**config.mk**
```make
export PLATFORM = sky130hd
export DESIGN_NAME = integer_literal_parser
export DESIGN_NICKNAME = d
export VERILOG_FILES = /design/src/ilp_pkg.sv /design/src/ilp_digit_acc.sv /design/src/ilp_lexer_core.sv /design/src/integer_literal_parser.sv
export SDC_FILE = /design/constraint.sdc
export NUM_CORES = 1
export LEC_CHECK = 0
export BUFFER_PORTS_ARGS = -buffer_cell sky130_fd_sc_hd__buf_2
export CORE_UTILIZATION = 55
export CTS_CLUSTER_SIZE = 8
export DETAILED_ROUTE_END_ITERATION = 12
export GPL_TIMING_DRIVEN = 0
export PLACE_DENSITY = 0.73
export REMOVE_ABC_BUFFERS = 1
export SLEW_MARGIN = 20
export SYNTH_ARGS = -nofsm -noshare
export SYNTH_HDL_FRONTEND = slang
export SYNTH_SLANG_ARGS = --single-unit
```
**constraint.sdc**
```tcl
create_clock -name aclk -period 10.68 [get_ports aclk]
set_input_delay 1.602 -clock aclk [delete_from_list [all_inputs] [get_ports aclk]]
set_output_delay 1.602 -clock aclk [all_outputs]
set_load 0.02 [all_outputs]
```
**src/ilp_pkg.sv**
```systemverilog
// ----------------------------------------------------------------------------
// Integer literal parser package
// Shared types, character constants and suffix tables for the literal parser.
// ----------------------------------------------------------------------------
package ilp_pkg;

    localparam int CharWidth  = 8;
    localparam int ValueWidth = 63;
    localparam int TypeWidth  = 3;
    localparam int ProdWidth  = ValueWidth + 4;
    localparam int SumWidth   = ValueWidth + 5;

    localparam logic [CharWidth-1:0] CHAR_0     = 8'h30;
    localparam logic [CharWidth-1:0] CHAR_9     = 8'h39;
    localparam logic [CharWidth-1:0] CHAR_UPPER_A = 8'h41;
    localparam logic [CharWidth-1:0] CHAR_UPPER_Z = 8'h5A;
    localparam logic [CharWidth-1:0] CHAR_A     = 8'h61;
    localparam logic [CharWidth-1:0] CHAR_F     = 8'h66;
    localparam logic [CharWidth-1:0] CHAR_X     = 8'h78;
    localparam logic [CharWidth-1:0] CHAR_B     = 8'h62;
    localparam logic [CharWidth-1:0] CHAR_O     = 8'h6F;
    localparam logic [CharWidth-1:0] CHAR_I     = 8'h69;
    localparam logic [CharWidth-1:0] CHAR_U     = 8'h75;
    localparam logic [CharWidth-1:0] CHAR_S     = 8'h73;
    localparam logic [CharWidth-1:0] CHAR_Z     = 8'h7A;
    localparam logic [CharWidth-1:0] CHAR_E     = 8'h65;
    localparam logic [CharWidth-1:0] CHAR_3     = 8'h33;
    localparam logic [CharWidth-1:0] CHAR_2     = 8'h32;
    localparam logic [CharWidth-1:0] CHAR_UNDER = 8'h5F;
    localparam logic [CharWidth-1:0] CHAR_NONE  = 8'h00;

    localparam logic [TypeWidth-1:0] TYPE_NONE  = 3'd0;
    localparam logic [TypeWidth-1:0] TYPE_USIZE = 3'd4;

    typedef enum logic [1:0] {
        RADIX_DEC = 2'd0,
        RADIX_HEX = 2'd1,
        RADIX_BIN = 2'd2,
        RADIX_OCT = 2'd3
    } radix_t;

    typedef struct packed {
        logic                  is_digit;
        logic                  ovf;
        logic [ValueWidth-1:0] acc;
    } digit_res_t;

    typedef struct packed {
        logic                  emit;
        logic [ValueWidth-1:0] value;
        logic [TypeWidth-1:0]  type_code;
        logic                  ovf;
    } lit_result_t;

    function automatic logic [CharWidth-1:0] lower_of(input logic [CharWidth-1:0] c);
        if (c >= CHAR_UPPER_A && c <= CHAR_UPPER_Z) begin
            return c + 8'd32;
        end
        return c;
    endfunction

    // Suffixes in order: i32, u32, isize, usize.
    function automatic logic [2:0] suffix_len(input logic [1:0] k);
        return k[1] ? 3'd5 : 3'd3;
    endfunction

    function automatic logic [CharWidth-1:0] suffix_char(input logic [1:0] k,
                                                         input logic [2:0] idx);
        logic [CharWidth-1:0] c;
        c = CHAR_NONE;
        unique case (idx)
            3'd0:    c = k[0] ? CHAR_U : CHAR_I;
            3'd1:    c = k[1] ? CHAR_S : CHAR_3;
            3'd2:    c = k[1] ? CHAR_I : CHAR_2;
            3'd3:    c = CHAR_Z;
            3'd4:    c = CHAR_E;
            default: c = CHAR_NONE;
        endcase
        return c;
    endfunction

endpackage

```
**src/ilp_digit_acc.sv**
```systemverilog
// ----------------------------------------------------------------------------
// Digit accumulator
// Classifies one character as a digit of the selected base and forms the
// shift-and-add update of the accumulated value with its overflow check.
// ----------------------------------------------------------------------------
module ilp_digit_acc import ilp_pkg::*; (
    input  logic [CharWidth-1:0]  char_code,
    input  radix_t                radix,
    input  logic [ValueWidth-1:0] acc,
    output digit_res_t            res
);

    logic [CharWidth-1:0] lc;
    logic [CharWidth-1:0] off;
    logic [4:0]           digit;
    logic                 valid;
    logic [ProdWidth-1:0] acc_w;
    logic [ProdWidth-1:0] prod;
    logic [SumWidth-1:0]  sum;

    always_comb begin
        lc    = lower_of(char_code);
        digit = 5'd16;
        off   = '0;
        if (char_code >= CHAR_0 && char_code <= CHAR_9) begin
            off   = char_code - CHAR_0;
            digit = {1'b0, off[3:0]};
        end else if (lc >= CHAR_A && lc <= CHAR_F) begin
            off   = lc - CHAR_A + 8'd10;
            digit = {1'b0, off[3:0]};
        end

        acc_w = {4'b0000, acc};
        unique case (radix)
            RADIX_HEX: begin
                valid = !digit[4];
                prod  = acc_w << 4;
            end
            RADIX_BIN: begin
                valid = digit < 5'd2;
                prod  = acc_w << 1;
            end
            RADIX_OCT: begin
                valid = digit < 5'd8;
                prod  = acc_w << 3;
            end
            default: begin
                valid = digit < 5'd10;
                prod  = (acc_w << 3) + (acc_w << 1);
            end
        endcase

        sum          = {1'b0, prod} + SumWidth'(digit[3:0]);
        res.is_digit = valid;
        res.ovf      = |sum[SumWidth-1:ValueWidth];
        res.acc      = sum[ValueWidth-1:0];
    end

endmodule

```
**src/ilp_lexer_core.sv**
```systemverilog
// ----------------------------------------------------------------------------
// Literal lexer core
// Holds the per-literal state and applies one character per step, giving
// the finished result on the step that ends a literal.
// ----------------------------------------------------------------------------
module ilp_lexer_core import ilp_pkg::*; (
    input  logic                 aclk,
    input  logic                 aresetn,
    input  logic                 step,
    input  logic [CharWidth-1:0] char_code,
    input  logic                 is_last,
    input  logic                 empty_literal,
    output lit_result_t          result
);

    typedef enum logic [1:0] {
        PH_START  = 2'd0,
        PH_DIGITS = 2'd1,
        PH_SUFFIX = 2'd2
    } phase_t;

    phase_t                phase_reg,  phase_next,  phase_eff;
    logic [1:0]            pos_reg,    pos_next;
    radix_t                radix_reg,  radix_next,  radix_eff;
    radix_t                prefix_reg, prefix_next;
    logic [ValueWidth-1:0] acc_reg,    acc_next,    acc_eff;
    logic                  seen_reg,   seen_next,   seen_eff;
    logic                  ovf_reg,    ovf_next,    ovf_eff;
    logic [3:0]            cand_reg,   cand_next,   cand_fed;
    logic [2:0]            slen_reg,   slen_next,   slen_fed;
    logic                  pending;
    logic                  take_prefix;
    logic [CharWidth-1:0]  lc;
    logic [TypeWidth-1:0]  type_sel;
    digit_res_t            dres;

    ilp_digit_acc u_digit_acc (
        .char_code (char_code),
        .radix     (radix_eff),
        .acc       (acc_eff),
        .res       (dres)
    );

    always_comb begin
        pending   = prefix_reg != RADIX_DEC;
        radix_eff = pending ? prefix_reg : radix_reg;
        acc_eff   = pending ? '0 : acc_reg;
        seen_eff  = pending ? 1'b0 : seen_reg;
        ovf_eff   = pending ? 1'b0 : ovf_reg;
        phase_eff = pending ? PH_DIGITS : phase_reg;
        lc        = lower_of(char_code);

        take_prefix = !pending && pos_reg == 2'd1 && phase_reg == PH_DIGITS && seen_reg
                      && acc_reg == '0 && !is_last
                      && (lc == CHAR_X || lc == CHAR_B || lc == CHAR_O);

        cand_fed = cand_reg;
        for (int k = 0; k < 4; k++) begin
            if (slen_reg >= suffix_len(2'(k)) || suffix_char(2'(k), slen_reg) != char_code) begin
                cand_fed[k] = 1'b0;
            end
        end
        slen_fed = (slen_reg == 3'd7) ? slen_reg : slen_reg + 3'd1;

        phase_next  = phase_eff;
        radix_next  = radix_eff;
        acc_next    = acc_eff;
        seen_next   = seen_eff;
        ovf_next    = ovf_eff;
        cand_next   = cand_reg;
        slen_next   = slen_reg;
        prefix_next = RADIX_DEC;
        pos_next    = (pos_reg == 2'd3) ? pos_reg : pos_reg + 2'd1;

        if (take_prefix) begin
            prefix_next = (lc == CHAR_X) ? RADIX_HEX : (lc == CHAR_B) ? RADIX_BIN : RADIX_OCT;
        end else if (phase_eff == PH_SUFFIX) begin
            cand_next = cand_fed;
            slen_next = slen_fed;
        end else begin
            phase_next = PH_DIGITS;
            if (char_code != CHAR_UNDER) begin
                if (!dres.is_digit) begin
                    phase_next = PH_SUFFIX;
                    cand_next  = cand_fed;
                    slen_next  = slen_fed;
                end else begin
                    seen_next = 1'b1;
                    if (!ovf_eff) begin
                        if (dres.ovf) begin
                            ovf_next = 1'b1;
                        end else begin
                            acc_next = dres.acc;
                        end
                    end
                end
            end
        end

        type_sel = TYPE_NONE;
        for (int k = 0; k < 4; k++) begin
            if (cand_next[k] && slen_next == suffix_len(2'(k))) begin
                type_sel = TypeWidth'(k + 1);
            end
        end

        result.emit      = is_last || empty_literal;
        result.value     = (empty_literal || !seen_next || ovf_next) ? '0 : acc_next;
        result.type_code = (empty_literal || !seen_next) ? TYPE_NONE : type_sel;
        result.ovf       = !empty_literal && seen_next && ovf_next;
    end

    always_ff @(posedge aclk) begin
        if (!aresetn || (step && (is_last || empty_literal))) begin
            phase_reg  <= PH_START;
            pos_reg    <= '0;
            radix_reg  <= RADIX_DEC;
            prefix_reg <= RADIX_DEC;
            acc_reg    <= '0;
            seen_reg   <= 1'b0;
            ovf_reg    <= 1'b0;
            cand_reg   <= 4'hF;
            slen_reg   <= '0;
        end else if (step) begin
            phase_reg  <= phase_next;
            pos_reg    <= pos_next;
            radix_reg  <= radix_next;
            prefix_reg <= prefix_next;
            acc_reg    <= acc_next;
            seen_reg   <= seen_next;
            ovf_reg    <= ovf_next;
            cand_reg   <= cand_next;
            slen_reg   <= slen_next;
        end
    end

endmodule

```
**src/integer_literal_parser.sv**
```systemverilog
// ----------------------------------------------------------------------------
// Integer literal parser
// Reads an integer literal one character per item and returns its value,
// suffix type and overflow flag when the literal ends.
//
// The input channel (s_) carries one character per item; s_is_last marks the
// final character and s_empty_literal stands for a literal of no characters.
// The result channel (m_) carries one item per literal.
// An accepted item is held in an input register and processed from there into
// the output register, so a result is offered on m_valid from the output register
// once the character that ends its literal has passed through the input register.
// One item is accepted every cycle while the result side keeps up; the
// accumulate step sets this rate.
// When the receiver stalls, the finished result waits in the output register
// and characters that do not end a literal keep flowing; once a final or empty
// item reaches the input register, s_ready falls until the result is taken.
// Reset empties both registers and discards any literal in progress.
// ----------------------------------------------------------------------------
module integer_literal_parser import ilp_pkg::*; (
    input  logic                  aclk,
    input  logic                  aresetn,
    input  logic                  s_valid,
    output logic                  s_ready,
    input  logic [CharWidth-1:0]  s_char_code,
    input  logic                  s_is_last,
    input  logic                  s_empty_literal,
    output logic                  m_valid,
    input  logic                  m_ready,
    output logic [ValueWidth-1:0] m_literal_value,
    output logic [TypeWidth-1:0]  m_type_code,
    output logic                  m_overflow
);

    logic                  in_valid_reg;
    logic [CharWidth-1:0]  in_char_reg;
    logic                  in_last_reg;
    logic                  in_empty_reg;
    logic                  out_valid_reg;
    logic [ValueWidth-1:0] out_value_reg;
    logic [TypeWidth-1:0]  out_type_reg;
    logic                  out_ovf_reg;
    logic                  out_free;
    logic                  advance;
    lit_result_t           core_res;

    ilp_lexer_core u_core (
        .aclk          (aclk),
        .aresetn       (aresetn),
        .step          (advance),
        .char_code     (in_char_reg),
        .is_last       (in_last_reg),
        .empty_literal (in_empty_reg),
        .result        (core_res)
    );

    assign out_free = !out_valid_reg || m_ready;
    assign advance  = in_valid_reg && (!core_res.emit || out_free);
    assign s_ready  = !in_valid_reg || advance;

    always_ff @(posedge aclk) begin
        if (!aresetn) begin
            in_valid_reg <= 1'b0;
        end else if (s_valid && s_ready) begin
            in_valid_reg <= 1'b1;
        end else if (advance) begin
            in_valid_reg <= 1'b0;
        end
        if (s_valid && s_ready) begin
            in_char_reg  <= s_char_code;
            in_last_reg  <= s_is_last;
            in_empty_reg <= s_empty_literal;
        end
    end

    always_ff @(posedge aclk) begin
        if (!aresetn) begin
            out_valid_reg <= 1'b0;
        end else if (advance && core_res.emit) begin
            out_valid_reg <= 1'b1;
        end else if (m_ready) begin
            out_valid_reg <= 1'b0;
        end
        if (advance && core_res.emit) begin
            out_value_reg <= core_res.value;
            out_type_reg  <= core_res.type_code;
            out_ovf_reg   <= core_res.ovf;
        end
    end

    assign m_valid         = out_valid_reg;
    assign m_literal_value = out_value_reg;
    assign m_type_code     = out_type_reg;
    assign m_overflow      = out_ovf_reg;

    a_emit_fills_output: assert property (@(posedge aclk) disable iff (!aresetn)
        advance && core_res.emit |=> out_valid_reg)
        else $error("finished item did not reach the output register");

    a_stall_only_when_full: assert property (@(posedge aclk) disable iff (!aresetn)
        !s_ready |-> in_valid_reg && core_res.emit && out_valid_reg && !m_ready)
        else $error("input stalled without a waiting result");

    a_overflow_zero_value: assert property (@(posedge aclk) disable iff (!aresetn)
        out_valid_reg && out_ovf_reg |-> out_value_reg == '0)
        else $error("overflowed item carries a non-zero value");

    a_type_in_range: assert property (@(posedge aclk) disable iff (!aresetn)
        out_valid_reg |-> out_type_reg <= TYPE_USIZE)
        else $error("type code out of range");

endmodule
```
==> impl_metrics.csv <==
group,metric,value,unit
power_and_ir_drop,p_leak,6.58,nW
finish,drive_above_1_share,9.21,%
setup_path,r2r_setup_slack,0.39,ns
sta,slew_headroom,14.4,%
synth,synth.cell_area,17900,µm²
drt,drtIter0Drc,3020,
min_path,hold_path_class,"reg -> reg",
floorplanning,fp.dieW,182,µm
power_and_ir_drop,power,1.66,mW
floorplanning,dieArea,33300,µm²
finish,fin_cells,2846,
finish,n_fill_cell,2905,
floorplanning,placementRows,65,
drt,drt-pass1-iter-count,6,
finish,areaGrowthSynthToFinish,7.10,%
drt,routed-via-count,20600,
synth,async_flop_share,0,%
synth,syn_inst,2488,
setup_path,critPathMostFrequentCell,"buf_4",
clock_tree,cts_sinks,159,
sta,setup_violations,0,
clock_tree,ctsHoldBuffers,0,
grt,grt_pass1_vias,18500,
setup_path,start_kind,"register",
setup_path,crit_type,"reg -> reg",
power_and_ir_drop,ir_drop,143,µV
power_and_ir_drop,p_per_area,86.6,nW/µm²
clock_tree,cts-resized-gates,0,
synth,ys_seq_elements,159,
finish,diodes,0,
drt,wire_per_inst,26.0,µm
clock_tree,cts_made_buffers,17,
sta,hold_viol_final,0,
sta,rsz0062_at_grt,"false",
job,maxCapViolCount,0,
sta,max_freq,97.2,MHz
clock_tree,cts-htree-levels,4,
sta,slew_violations,0,
min_path,whs_path_depth,2,
drt,routed_via_density,7.23,
clock_tree,root_buffer,"clkbuf_16",
drt,routed_wl,73900,µm
grt,grt_max_degree,64,
finish,final_nets,2461,
clock_tree,cts_tree,"built",
synth,synth-edff-count,77,
floorplanning,io_pins,83,
placed_design,dp_hpwl,54700,µm
clock_tree,postCtsSetupRepairBufs,0,
sta,whs,0.474,ns
setup_path,cp_slowest_stage_delay,1.12,ns
setup_path,end_kind,"register",
sta,worstMarginPinSlew,1.27,ns
setup_path,path_max_fanout,29,
synth,synth.avg_cell_area,7.20,µm²
clock_tree,clockBufferDepth,2,
setup_path,critPathSlowestCell,"nor4_1",
outcome,status,"completed",
clock_tree,clk-insertion-delay-late,0.48,ns
grt,overflow,0,
grt,antenna_found_initial,1,
setup_path,rr_worst_depth,25,
synth,synth_cell_types,102,
sta,finalCritPeriodShare,96.3,%
floorplanning,initial_utilization,56.3,%
synth,yosys_warnings,0,
grt,grt_pass1_wl,112000,µm
sta,fin_worst_skew,0.0186,ns
grt,globalRouteTotalUtil,44.1,%
sta,min_period,10.29,ns
floorplanning,core,31800,µm²
setup_path,critPathRequiredTime,10.87,ns
placed_design,dp_cells,2814,
floorplanning,dieHeight,182,µm
synth,ys.flop_type,"dfxtp_1",
clock_tree,clk_pin_slew,0.07,ns
drt,ant_nets,0,
synth,synth_seq_area_share,22.1,%
drt,drc,0,
placed_design,gp_congestion,1.08,
placed_design,portBuffers,82,
setup_path,arrival,10.48,ns
## cell usage after synthesis (11+ instances only)
cell	instances	area, µm²
nand2_1	261	980
nor2_1	257	965
a21oi_1	194	971
clkbuf_1	156	586
o21ai_0	151	756
nand3_1	102	510
nor3_1	88	440
dfxtp_1	82	1640
xnor2_1	82	718
edfxtp_1	77	2310
nand4_1	63	394
inv_1	55	206
and2_1	49	307
ha_1	48	601
nor4_1	44	275
o211ai_1	41	308
mux2i_1	40	400
xor2_1	40	350
a211oi_1	34	255
a21o_1	34	255
buf_2	32	160
and3_1	29	181
a31oi_1	28	175
nand2b_1	28	175
a221oi_1	27	236
o2bb2ai_1	25	219
buf_1	23	86.3
o21a_1	21	158
or3_1	21	131
or2_2	19	119
a22oi_1	16	120
mux2_2	16	180
a211o_1	15	131
a221o_1	14	140
o31ai_1	14	105
or4_1	13	97.6
a2111oi_0	12	105
nor2b_1	12	75.1
a311oi_1	11	96.3
nor3b_1	11	82.6
## stage by stage
stage / instance area [µm²] / utilization, % / setup TNS [ns] / worst slack, ns
6_report: 19200 / 60.3 / 0 / 0.391
3_3_place_gp: 18000 / 56.6 / -1200.89 / -12.12
5_1_grt: 19200 / 60.3 / 0 / 0.307
3_5_place_dp: 18600 / 58.5 / 0 / 1.10
4_1_cts: 19200 / 60.3 / 0 / 1.09
2_1_floorplan: 17000 / - / -214.93 / -2.54
## routing by layer
layer	vias up	global-route usage (%)	wire length, µm
met3	238	11.3	9690
met4	0	20.4	3350
met1	9719	59.6	29700
li1	9132	-	-
met5	-	0	0
met2	1500	65.5	31200
## final timing paths
check,endpoint,startpoint
worst max register to register,m_literal_value[33],u_core.prefix_reg[0]
worst min register to register,u_core.cand_reg[2],u_core.cand_reg[2]
worst min-delay path,u_core.cand_reg[2],u_core.cand_reg[2]
worst max-delay path,m_literal_value[33],u_core.prefix_reg[0]
## report_power, final
group | internal, mW | total, mW | switching, mW
Combinational | 0.121 | 0.335 | 0.213
Clock | 0.349 | 0.638 | 0.289
Sequential | 0.653 | 0.689 | 0.0360
Total | 1.12 | 1.66 | 0.538
## final cells by class
class / instances / area, µm² / area share [%]
multi-input combinational: 2057 / 13000 / 67.7
sequential: 159 / 3960 / 20.6
timing repair buffer: 107 / 897 / 4.68
tap: 435 / 544 / 2.84
clock buffer: 19 / 433 / 2.26
inverter: 56 / 216 / 1.13
clock inverter: 13 / 154 / 0.802
## placed cells by master, fill, tap and decap left out, types with 40 or more instances in the layout
cell	Yosys	routed
o211ai_1	41	41
xor2_1	40	40
dfxtp_1	82	80
o21ai_0	151	149
nor3_1	88	86
buf_2	32	82
xnor2_1	82	82
a21oi_1	194	193
nor2_1	257	254
and2_1	49	49
nand3_1	102	102
nor4_1	44	44
edfxtp_1	77	77
inv_1	55	53
ha_1	48	48
nand2_1	261	259
nand4_1	63	63
mux2i_1	40	40
## worst max-delay path, delay by kind of cell, from the launching register on
kind / cells / cell delay, ns
AOI/OAI and AO/OA: 1 / 0.34
xor gates and xnor gates: 1 / 0.25
adders and majority gates: 1 / 0.37
buffers and inverters: 7 / 1.57
DFF: 1 / 0.58
muxes: 1 / 0.79
and+or+nand+nor: 14 / 6.08
## kinds of logic after synthesis
family	synth area share, %
AOI/OAI and AO/OA	28.6
muxes	3.60
xor gates and xnor gates	5.96
and+or+nand+nor	30.0
buffers and inverters	6.06
DFF	22.1
adders and majority gates	3.74
No activity file was read; power rests on OpenSTA's default activity.
